===== src/rtl/lpd_pkg.sv =====
// Shared types and constants of the length-prefixed deframer.
`default_nettype none

package lpd_pkg;

  localparam int unsigned LengthBits = 32;  // bits of a header length kept (8..32)
  localparam int unsigned MaxBits    = 32;  // width of the maximum-length register

  typedef enum logic [1:0] {
    KIND_PAYLOAD = 2'd0,
    KIND_ERROR   = 2'd1,
    KIND_END     = 2'd2
  } kind_e;

  typedef enum logic [2:0] {
    ERR_NONE          = 3'd0,
    ERR_TRUNC_HEADER  = 3'd1,
    ERR_ZERO_LENGTH   = 3'd2,
    ERR_OVER_MAX      = 3'd3,
    ERR_TRUNC_PAYLOAD = 3'd4
  } err_e;

  typedef struct packed {
    logic [7:0] in_byte;
    logic       end_of_stream;
  } item_t;

endpackage

`default_nettype wire


===== src/rtl/lpd_in_if.sv =====
// Byte stream channel: one stream byte or an end-of-stream mark per item.
`default_nettype none

interface lpd_in_if;
  logic       valid;
  logic       ready;
  logic [7:0] in_byte;
  logic       end_of_stream;

  modport source (output valid, output in_byte, output end_of_stream, input ready);
  modport sink   (input valid, input in_byte, input end_of_stream, output ready);
endinterface

`default_nettype wire


===== src/rtl/lpd_out_if.sv =====
// Result channel: payload bytes, frame errors and clean ends.
`default_nettype none

interface lpd_out_if;
  logic       valid;
  logic       ready;
  logic [1:0] result_kind;
  logic [7:0] payload_byte;
  logic       last_in_frame;
  logic [2:0] error_code;

  modport source (output valid, output result_kind, output payload_byte,
                  output last_in_frame, output error_code, input ready);
  modport sink   (input valid, input result_kind, input payload_byte,
                  input last_in_frame, input error_code, output ready);
endinterface

`default_nettype wire


===== src/rtl/length_prefixed_deframer.sv =====
// Top level of the length-prefixed deframer.
//
//  channel   dir  handshake     payload
//  in_i      in   valid/ready   in_byte[7:0], end_of_stream
//  out_o     out  valid/ready   result_kind[1:0], payload_byte[7:0],
//                               last_in_frame, error_code[2:0]
//  cfg       in   cfg_we_i      cfg_wdata_i[31:0] = max_frame_length
//
// One item per cycle sustained while out_o is not stalled; an item's result
// is registered after acceptance (input register, then result register).
// Header bytes other than the fourth, and a fourth byte that opens a
// payload, give no result.
// A stalled result holds; the input register still takes one more item.
// Reset clears the frame state and sets max_frame_length to all ones.
`default_nettype none

module length_prefixed_deframer (
  input  wire logic                        clk_i,
  input  wire logic                        rst_ni,
  lpd_in_if.sink                           in_i,
  lpd_out_if.source                        out_o,
  input  wire logic                        cfg_we_i,
  input  wire logic [lpd_pkg::MaxBits-1:0] cfg_wdata_i
);

  lpd_pkg::item_t item;
  logic           item_valid;
  logic           take;

  lpd_in_reg u_in_reg (
    .clk_i   (clk_i),
    .rst_ni  (rst_ni),
    .in_i    (in_i),
    .take_i  (take),
    .item_o  (item),
    .valid_o (item_valid)
  );

  lpd_core u_core (
    .clk_i       (clk_i),
    .rst_ni      (rst_ni),
    .cfg_we_i    (cfg_we_i),
    .cfg_wdata_i (cfg_wdata_i),
    .valid_i     (item_valid),
    .item_i      (item),
    .take_o      (take),
    .out_o       (out_o)
  );

endmodule

`default_nettype wire


===== src/rtl/lpd_in_reg.sv =====
// Input register stage of the deframer.
`default_nettype none

module lpd_in_reg (
  input  wire logic          clk_i,
  input  wire logic          rst_ni,
  lpd_in_if.sink             in_i,
  input  wire logic          take_i,
  output lpd_pkg::item_t     item_o,
  output logic               valid_o
);

  logic           valid_q, valid_d;
  lpd_pkg::item_t item_q;
  logic           load;

  assign in_i.ready = !valid_q || take_i;
  assign load       = in_i.valid && in_i.ready;

  always_comb begin
    valid_d = valid_q;
    if (load) begin
      valid_d = 1'b1;
    end else if (take_i) begin
      valid_d = 1'b0;
    end
  end

  always_ff @(posedge clk_i or negedge rst_ni) begin
    if (!rst_ni) begin
      valid_q <= 1'b0;
    end else begin
      valid_q <= valid_d;
    end
  end

  always_ff @(posedge clk_i) begin
    if (load) begin
      item_q.in_byte       <= in_i.in_byte;
      item_q.end_of_stream <= in_i.end_of_stream;
    end
  end

  assign item_o  = item_q;
  assign valid_o = valid_q;

endmodule

`default_nettype wire


===== src/rtl/lpd_core.sv =====
// Frame state, header assembly, length checks and the result register.
`default_nettype none

module lpd_core (
  input  wire logic                       clk_i,
  input  wire logic                       rst_ni,
  input  wire logic                       cfg_we_i,
  input  wire logic [lpd_pkg::MaxBits-1:0] cfg_wdata_i,
  input  wire logic                       valid_i,
  input  wire lpd_pkg::item_t             item_i,
  output logic                            take_o,
  lpd_out_if.source                       out_o
);

  localparam int unsigned LB = lpd_pkg::LengthBits;

  // frame state
  logic                          in_payload_q, in_payload_d;
  logic [1:0]                    hdr_cnt_q, hdr_cnt_d;
  logic [23:0]                   hdr_q, hdr_d;
  logic [LB-1:0]                 left_q, left_d;
  logic [lpd_pkg::MaxBits-1:0]   max_q;

  // result register
  logic                          out_valid_q, out_valid_d;
  lpd_pkg::kind_e                kind_q, kind_d;
  logic [7:0]                    byte_q, byte_d;
  logic                          last_q, last_d;
  lpd_pkg::err_e                 err_q, err_d;
  logic                          emit;

  logic [31:0]                   header_full;
  logic [LB-1:0]                 len;
  logic                          over_max;

  assign take_o      = valid_i && (!out_valid_q || out_o.ready);
  assign header_full = {item_i.in_byte, hdr_q};
  assign len         = header_full[LB-1:0];
  assign over_max    = lpd_pkg::MaxBits'(len) > max_q;

  always_comb begin
    in_payload_d = in_payload_q;
    hdr_cnt_d    = hdr_cnt_q;
    hdr_d        = hdr_q;
    left_d       = left_q;
    emit         = 1'b0;
    kind_d       = lpd_pkg::KIND_PAYLOAD;
    byte_d       = 8'd0;
    last_d       = 1'b0;
    err_d        = lpd_pkg::ERR_NONE;

    if (take_o) begin
      if (item_i.end_of_stream) begin
        emit = 1'b1;
        kind_d = lpd_pkg::KIND_END;
        if (in_payload_q) begin
          kind_d = lpd_pkg::KIND_ERROR;
          err_d  = lpd_pkg::ERR_TRUNC_PAYLOAD;
        end else if (hdr_cnt_q != 2'd0) begin
          kind_d = lpd_pkg::KIND_ERROR;
          err_d  = lpd_pkg::ERR_TRUNC_HEADER;
        end
        in_payload_d = 1'b0;
        hdr_cnt_d    = 2'd0;
        hdr_d        = '0;
        left_d       = '0;
      end else if (in_payload_q) begin
        emit   = 1'b1;
        byte_d = item_i.in_byte;
        // an empty count also closes the frame
        last_d = left_q <= LB'(1);
        if (last_d) begin
          in_payload_d = 1'b0;
          left_d       = '0;
        end else begin
          left_d = left_q - LB'(1);
        end
      end else begin
        case (hdr_cnt_q)
          2'd0: hdr_d[7:0]   = item_i.in_byte;
          2'd1: hdr_d[15:8]  = item_i.in_byte;
          2'd2: hdr_d[23:16] = item_i.in_byte;
          default: begin
            // fourth header byte completes the length
            hdr_d = '0;
            if (len == '0) begin
              emit   = 1'b1;
              kind_d = lpd_pkg::KIND_ERROR;
              err_d  = lpd_pkg::ERR_ZERO_LENGTH;
            end else if (over_max) begin
              emit   = 1'b1;
              kind_d = lpd_pkg::KIND_ERROR;
              err_d  = lpd_pkg::ERR_OVER_MAX;
            end else begin
              in_payload_d = 1'b1;
              left_d       = len;
            end
          end
        endcase
        hdr_cnt_d = hdr_cnt_q + 2'd1;
      end
    end

    out_valid_d = out_valid_q && !out_o.ready;
    if (emit) begin
      out_valid_d = 1'b1;
    end
  end

  always_ff @(posedge clk_i or negedge rst_ni) begin
    if (!rst_ni) begin
      in_payload_q <= 1'b0;
      hdr_cnt_q    <= 2'd0;
      hdr_q        <= '0;
      left_q       <= '0;
      max_q        <= '1;
      out_valid_q  <= 1'b0;
    end else begin
      in_payload_q <= in_payload_d;
      hdr_cnt_q    <= hdr_cnt_d;
      hdr_q        <= hdr_d;
      left_q       <= left_d;
      out_valid_q  <= out_valid_d;
      if (cfg_we_i) begin
        max_q <= cfg_wdata_i;
      end
    end
  end

  always_ff @(posedge clk_i) begin
    if (emit) begin
      kind_q <= kind_d;
      byte_q <= byte_d;
      last_q <= last_d;
      err_q  <= err_d;
    end
  end

  assign out_o.valid         = out_valid_q;
  assign out_o.result_kind   = kind_q;
  assign out_o.payload_byte  = byte_q;
  assign out_o.last_in_frame = last_q;
  assign out_o.error_code    = err_q;

endmodule

`default_nettype wire


===== src/flat_wrapper.sv =====
// flat-port wrapper written by rule: the top's interface ports become plain ports
module length_prefixed_deframer_flat 
  (clk_i, rst_ni, cfg_we_i, cfg_wdata_i, in_i_valid, in_i_in_byte, in_i_end_of_stream, in_i_ready, out_o_valid, out_o_result_kind, out_o_payload_byte, out_o_last_in_frame, out_o_error_code, out_o_ready);
  lpd_in_if in_i_i ();
  lpd_out_if out_o_i ();
  input  wire logic clk_i;
  input  wire logic rst_ni;
  input  wire logic cfg_we_i;
  input  wire logic [lpd_pkg::MaxBits-1:0] cfg_wdata_i;
  input wire logic [$bits(in_i_i.valid)-1:0] in_i_valid;
  input wire logic [$bits(in_i_i.in_byte)-1:0] in_i_in_byte;
  input wire logic [$bits(in_i_i.end_of_stream)-1:0] in_i_end_of_stream;
  output wire logic [$bits(in_i_i.ready)-1:0] in_i_ready;
  output wire logic [$bits(out_o_i.valid)-1:0] out_o_valid;
  output wire logic [$bits(out_o_i.result_kind)-1:0] out_o_result_kind;
  output wire logic [$bits(out_o_i.payload_byte)-1:0] out_o_payload_byte;
  output wire logic [$bits(out_o_i.last_in_frame)-1:0] out_o_last_in_frame;
  output wire logic [$bits(out_o_i.error_code)-1:0] out_o_error_code;
  input wire logic [$bits(out_o_i.ready)-1:0] out_o_ready;
  assign in_i_i.valid = in_i_valid;
  assign in_i_i.in_byte = in_i_in_byte;
  assign in_i_i.end_of_stream = in_i_end_of_stream;
  assign in_i_ready = in_i_i.ready;
  assign out_o_valid = out_o_i.valid;
  assign out_o_result_kind = out_o_i.result_kind;
  assign out_o_payload_byte = out_o_i.payload_byte;
  assign out_o_last_in_frame = out_o_i.last_in_frame;
  assign out_o_error_code = out_o_i.error_code;
  assign out_o_i.ready = out_o_ready;
  length_prefixed_deframer u_core (.clk_i(clk_i), .rst_ni(rst_ni), .in_i(in_i_i), .out_o(out_o_i), .cfg_we_i(cfg_we_i), .cfg_wdata_i(cfg_wdata_i));
endmodule

===== config.mk =====
export PLATFORM = sky130hd
export DESIGN_NAME = length_prefixed_deframer_flat
export DESIGN_NICKNAME = d
export VERILOG_FILES = /design/src/rtl/lpd_pkg.sv /design/src/rtl/lpd_in_if.sv /design/src/rtl/lpd_out_if.sv /design/src/rtl/length_prefixed_deframer.sv /design/src/rtl/lpd_in_reg.sv /design/src/rtl/lpd_core.sv /design/src/flat_wrapper.sv
export SDC_FILE = /design/constraint.sdc
export NUM_CORES = 1
export LEC_CHECK = 0
export ABC_AREA = 1
export BUFFER_PORTS_ARGS = -buffer_cell sky130_fd_sc_hd__buf_4
export CELL_PAD_IN_SITES_DETAIL_PLACEMENT = 0
export CELL_PAD_IN_SITES_GLOBAL_PLACEMENT = 1
export CORE_ASPECT_RATIO = 0.7
export CORE_MARGIN = 2
export CORE_UTILIZATION = 45
export CTS_CLUSTER_SIZE = 12
export DETAILED_ROUTE_END_ITERATION = 16
export GPL_TIMING_DRIVEN = 0
export HOLD_SLACK_MARGIN = 0.03
export PLACE_DENSITY = 0.78
export SYNTH_ARGS = -nofsm -noshare
export SYNTH_HDL_FRONTEND = slang
export SYNTH_SLANG_ARGS = --single-unit

===== constraint.sdc =====
create_clock -name clk_i -period 3 [get_ports clk_i]
set_input_delay 0.3 -clock clk_i [delete_from_list [all_inputs] [get_ports clk_i]]
set_output_delay 0.3 -clock clk_i [all_outputs]
set_load 0.01 [all_outputs]

==> flow_summary.toml, run 1 <==
[die]
die_area_um2 = 15900
die_y_um = 106
initial_core_util_pct = 45.8
placement_rows = 37
die_x_um = 150
core_um2 = 14600
io_pins = 62

[clock_network]
insertion_delay_ps = 420
clk_pin_slew_ps = 60
cts_tree = "built"
htreeDepth = 4
clockBufferDepth = 2
cts_root_buffer = "clkbuf_16"
numCtsBuffers = 17
cts_sinks = 116

[finish]
ff_latch_area_um2 = 3060
n_fill_cell = 1384
drive_above_1_share_pct = 19.6
area_delta_synth_final_pct = 19.4
final_core_util_pct = 54.6
nets = 988
multi_input_area_um2 = 3110
antennaDiodeCount = 0

[critical_path]
crit_type = "register to register"
r2r-end = "u_core.u_core.out_o.payload_byte[3]"
start_kind = "register"
r2r_cells = 15
cp.arrival_ps = 2820
cp.required_ps = 3130
critPathMaxFanout = 14
rrSetupSlack_ps = 320
endpoint_kind = "register"
regToRegStartpoint = "u_core.u_core.max_q[15]"

[drt]
routed-wl-met3_um = 1380
wl_met2_um = 7470
wl_per_cell_um = 16.5
ant_nets = 0
drt_iter0_markers = 586
top_layer_used = "met4"
drc_errors = 0
dr_total_vias = 5862
first_pass_iters = 5
wl_met1_um = 9190
wl_um = 18300
routed_via_density = 5.27

[placement]
dpl_worst_slack_ps = 108
place.gp.congestion = 0.985
port_buffers = 60
post-dp-hpwl_um = 13700

[synth]
synth.ff_latch_count = 116
synthesis.area_um2 = 6700
ys_types = 39
synth_nets = 908
synth.most_common_cell = "nand2_1"
yosys.area.top_type_share_pct = 22.8
yosysTopAreaCell = "dfrtp_1"
yosys_warnings = 0
syn_inst = 824
ys_top_cells_by_count = "nand2_1 (197), inv_1 (94), nor2_1 (72), nand3_1 (69), o21ai_0 (67)"
synth-main-ff-cell = "dfrtp_1"
avgSynthCellArea_um2 = 8.13
async_flop_share_pct = 80.2
synth_edf_count = 23
ys_seq_area_share_pct = 45.7
ys_top_cells_by_area = "dfrtp_1 (23%), dfstp_2 (13%), nand2_1 (11%)"

[run_status]
outcome = "complete, no violations"

[global_routing]
grt_pass1_wl_um = 30100
grt_max_degree = 94
grt_antenna_before_repair = 0
first_global_vias = 5759
grtUsageTotal_pct = 24.8
grt.overflow.total = 0

[worst_hold_path]
holdPathStages = 1
hp-class = "input pin to register"
min_from = "in_i_in_byte[3]"
min_to = "u_core.u_in_reg.item_o[4]"

[sta]
rsz0062_at_grt = "false"
setup_violations = 0
finalCritPeriodShare_pct = 89.5
tightest_slew_ps = 1190
timing.final.crit_period_ps = 2680
finalClockSkew_ps = 9.10
whs_ps = 51.5
fin_ws_ps = 316
hold_violations = 0
drv_slew = 0
tns_ps = 0
timing.fmax_mhz = 373
slew_headroom_pct = 20.4

[pwr]
power.density_nw_per_um2 = 1070
p_leak_nw = 3.89
ir_drop_uv = 399

[run]
drv_cap = 0
-- per-stage QoR --
| step | cell area, µm² | std cells | power [mW] |
|---|---|---|---|
| after floorplan | 6700 | 824 | 5.32 |
| after global placement | 7390 | 1079 | 6.40 |
| after detailed placement | 7390 | 1079 | 6.46 |
| after CTS | 7970 | 1111 | 8.50 |
| after global routing | 7990 | 1112 | 9.24 |
| final | 7990 | 1112 | 8.57 |
-- layout by cell type (no fill, tap or decap), types with 7 or more instances in the layout --
cell / instances
nand2_1: 197
inv_1: 93
nor2_1: 72
nand3_1: 69
o21ai_0: 67
dfrtp_1: 61
buf_4: 60
ha_1: 38
dfstp_2: 32
edfxtp_1: 23
nand4_1: 21
clkbuf_16: 18
o22ai_1: 16
a21oi_1: 15
nor3_1: 14
clkbuf_1: 12
nor2_2: 10
xor2_1: 10
buf_2: 9
o21ai_1: 9
xnor2_1: 8
nand2_2: 7
-- final cells by class --
| cell class | instances | share of cell area (%) |
|---|---|---|
| plain buffers | 27 | 1.88 |
| multi-input cells | 581 | 38.9 |
| inverters | 100 | 4.81 |
| clock buffers | 18 | 5.63 |
| well taps | 195 | 3.05 |
| repair buffers | 61 | 5.89 |
| flip-flops and latches | 116 | 38.3 |
| clock inverters | 14 | 1.61 |
-- cells by family (layout without fill, tap and decap cells) --
group           after synthesis  after routing  share of synthesized area (%)
compound gates              116            116                           9.47
xor+xnor                     18             18                           2.35
fa+ha+maj                    38             38                           7.10
buf+inv                     127            220                           7.92
flops                       116            116                           45.7
mux                           1              1                          0.168
simple gates                408            408                           27.3
-- worst max-delay path: stages, from the launching register on --
cell	delay, ps
dfstp_2	510
inv_1	50
ha_1	300
nand2_1	90
nor3_1	360
nand2_1	90
nand2_1	90
nand2_1	50
nand2_1	50
nand2_1	150
nand2_1	140
nand2_1	70
nand2_1	60
nand2_1	100
clkinvlp_4	130
buf_12	150
-- per-layer routing --
| metal | vias to the layer above | track usage [%] |
|---|---|---|
| met2 | 212 | 34.8 |
| met4 | 0 | 6.60 |
| met1 | 2759 | 38.4 |
| met5 | - | 0 |
| met3 | 23 | 5.24 |
| li1 | 2868 | - |
-- registers in the layout, indices dropped and copies added, names as in the netlist --
register and count:
u_core.u_core.out_o.error_code 3, u_core.u_in_reg.item_o 9, u_core.u_core.out_o.valid 1, u_core.u_core.out_o.payload_byte 8
u_core.u_core.max_q 32, u_core.u_core.out_o.last_in_frame 1, u_core.u_in_reg.valid_o 1, u_core.u_core.out_o.result_kind 2
u_core.u_core.hdr_q 24, u_core.u_core.hdr_cnt_q 2, u_core.u_core.in_payload_q 1, u_core.u_core.left_q 32
-- worst max-delay path by stage --
stage | from | to | slack [ps] | depth (start not counted)
after floorplan | u_core.u_core.max_q[15] | u_core.u_core.out_o.error_code[0] | 710 | 14
after global placement | u_core.u_core.max_q[11] | u_core.u_core.out_o.payload_byte[0] | 130 | 14
after detailed placement | u_core.u_core.max_q[11] | u_core.u_core.out_o.payload_byte[0] | 110 | 14
after CTS | u_core.u_core.max_q[11] | u_core.u_core.out_o.payload_byte[3] | 90 | 14
after global routing | u_core.u_core.max_q[11] | u_core.u_core.out_o.error_code[2] | 70 | 15
final | u_core.u_core.max_q[15] | u_core.u_core.out_o.payload_byte[3] | 320 | 15
-- where the power goes --
part	internal [mW]	leakage (nW)	switching [mW]
registers	2.07	1.38	0.397
clock network	1.19	0.274	0.794
logic	1.42	2.23	2.71
total	4.67	3.89	3.90
-- what timing repair did --
item | 4_1_cts | 5_1_grt
buffers inserted | 0 | 1
endpoints found under the setup margin | 0 | 14
hold buffers | 0 | 0
gates resized for setup | 0 | 1
Note: power is estimated with default switching activity, not from simulation.
==> inputs of run 2 (changes only) <==
--- a/config.mk
+++ b/config.mk
@@ -6,7 +6,7 @@
 export NUM_CORES = 1
 export LEC_CHECK = 0
 export ABC_AREA = 1
-export BUFFER_PORTS_ARGS = -buffer_cell sky130_fd_sc_hd__buf_4
+export BUFFER_PORTS_ARGS = -buffer_cell sky130_fd_sc_hd__buf_2
 export CELL_PAD_IN_SITES_DETAIL_PLACEMENT = 0
 export CELL_PAD_IN_SITES_GLOBAL_PLACEMENT = 1
 export CORE_ASPECT_RATIO = 0.7
==> run 2 against run 1 <==
Fmax down 0.41%; non-clock buffer count rose by 2; die area unchanged; final cell count is 0.18% higher; global-route usage up 0.22 points; setup slack worse by 11 ps; sequential share of layout area up 0.52 points; utilization fell by 0.73 points; via count up 1.0%; power shrank 0.55%; critical path depth shrank 2; critical endpoint is now u_core.u_core.out_o.payload_byte[4]; largest cell class unchanged.
==> flow_summary.toml, run 2 (synthesis results as in run 1) <==
[sta]
timing.final.crit_period_ps = 2700
drv_slew = 0
timing.fmax_mhz = 371
tightest_slew_ps = 612
rsz0062_at_grt = "false"
finalClockSkew_ps = 13.4
tns_ps = 0
finalCritPeriodShare_pct = 89.8
setup_violations = 0
slew_headroom_pct = 58.9
hold_violations = 0

[drt]
first_pass_iters = 6
routed_via_density = 5.32
wl_per_cell_um = 16.5
wl_um = 18400
dr_total_vias = 5923
drt_iter0_markers = 534
drc_errors = 0
ant_nets = 0

[critical_path]
max_stage_delay_ps = 560
cp_cell_sequence = "ha_1, nand2_1, nor2_1, nand2_1, nor2_1, nand4_1, nand2_1, nand2_1, nand2_1, nand2_1, nand2_1, clkinvlp_4, buf_12"
regToRegStartpoint = "u_core.u_in_reg.item_o[6]"
start_kind = "register"
endpoint_kind = "register"
cp.required_ps = 3180
r2r_cells = 13
crit_path_top_delay_cell = "edfxtp_1"
critPathMaxFanout = 14
crit_type = "register to register"
crit_top_cell = "nand2_1"
critPathBufInv = 2
rrSetupSlack_ps = 300
cp.depth = 13
path_delay_family = "simple AND/OR/NAND/NOR gates"
cp.arrival_ps = 2880
r2r-end = "u_core.u_core.out_o.payload_byte[4]"

[placement]
place.gp.congestion = 0.922
placed_cell_area_um2 = 7270
post-dp-hpwl_um = 13900
port_buffers = 60
dp_cells = 1080

[finish]
final_common_cell = "nand2_1"
area_delta_synth_final_pct = 17.8
antennaDiodeCount = 0
nets = 990
top_regs = "u_core.u_core.left_q (32), u_core.u_core.max_q (32), u_core.u_core.hdr_q (24)"
fin_cells = 1114
ff_latch_area_um2 = 3060
stdcell_area_um2 = 7890
multi_input_area_um2 = 3110
drive_above_1_share_pct = 19.7
n_fill_cell = 1372
final_cell_mix = "nand2_1 (197), inv_1 (93), nor2_1 (72)"

[global_routing]
first_global_vias = 5816
grtUsageTotal_pct = 25.0
grt_max_degree = 65
grt_antenna_before_repair = 0
grt.overflow.total = 0
grt_pass1_wl_um = 30500

[clock_network]
insertion_delay_ps = 420
cts_root_buffer = "clkbuf_16"
cts_sinks = 116
numCtsBuffers = 17
clockBufferDepth = 2
clk_pin_slew_ps = 60
htreeDepth = 4
cts_tree = "built"

[worst_hold_path]
holdPathStages = 1
min_from = "in_i_in_byte[3]"
min_to = "u_core.u_in_reg.item_o[4]"
hp-class = "input pin to register"

[run]
drv_cap = 0

[die]
placement_rows = 37
die_x_um = 150
initial_core_util_pct = 45.8
die_area_um2 = 15900
io_pins = 62
core_um2 = 14600
die_y_um = 106

[pwr]
power.density_nw_per_um2 = 1080
p_leak_nw = 3.85
ir_drop_uv = 410

[run_status]
outcome = "complete, no violations"
run 2: changes by cell type in the layout (fill, tap and decap cells not counted):
cell           previous run  this run
clkinv_2                  2         1
bufinv_16                 1         2
clkbuf_16                18        17
inv_4                     1         2
clkinv_4                  5         3
buf_16                    0         1
clkinvlp_4                5         7
dlygate4sd3_1             0         1
buf_4                    60         1
buf_2                     9        68
run 2: how the worst max path moves through the flow:
stage	start	endpoint	slack (ps)
4_1_cts	u_core.u_in_reg.item_o[7]	u_core.u_core.out_o.payload_byte[1]	100
6_report	u_core.u_in_reg.item_o[6]	u_core.u_core.out_o.payload_byte[4]	300
3_5_place_dp	u_core.u_in_reg.item_o[7]	u_core.u_core.out_o.error_code[0]	130
3_3_place_gp	u_core.u_core.max_q[11]	u_core.u_core.out_o.payload_byte[2]	130
5_1_grt	u_core.u_in_reg.item_o[6]	u_core.u_core.out_o.payload_byte[4]	80
2_1_floorplan	u_core.u_core.max_q[15]	u_core.u_core.out_o.error_code[0]	710
run 2: layer usage:
metal,up-vias,wire [µm],global-route usage (%)
met5,-,0,0
met2,200,7830,36.2
li1,2881,-,-
met1,2820,9120,37.1
met3,22,1180,5.92
met4,0,239,7.41
run 2: layout make-up:
type | count | area share (%)
tap | 195 | 3.09
clock inverter | 15 | 2.00
clock buffer | 17 | 5.39
buffer | 27 | 1.90
sequential | 116 | 38.8
timing repair buffer | 63 | 4.57
multi-input combinational | 581 | 39.4
inverter | 100 | 4.87
run 2: repair_timing:
item	4_1_cts	5_1_grt
buffers inserted	0	1
setup endpoints to repair	0	14
hold buffers	1	0
hold endpoints to repair	4	0
gates resized for setup	0	1
run 2: metrics by stage:
stage | hold slack, ps | total power, mW | util, % | setup slack [ps]
after floorplan | 4.41 | 5.32 | - | 705
after global placement | 458 | 6.35 | 49.5 | 126
after detailed placement | 267 | 6.41 | 49.7 | 133
after CTS | 33.0 | 8.48 | 53.8 | 99.3
after global routing | 34.5 | 9.19 | 53.9 | 78.7
final | 48.3 | 8.53 | 53.9 | 305
run 2: report_power, final:
part | switching [mW] | leakage (nW) | internal, mW | total (mW)
clock network | 0.783 | 0.268 | 1.22 | 2.01
registers | 0.390 | 1.38 | 2.06 | 2.46
logic | 2.68 | 2.20 | 1.38 | 4.06
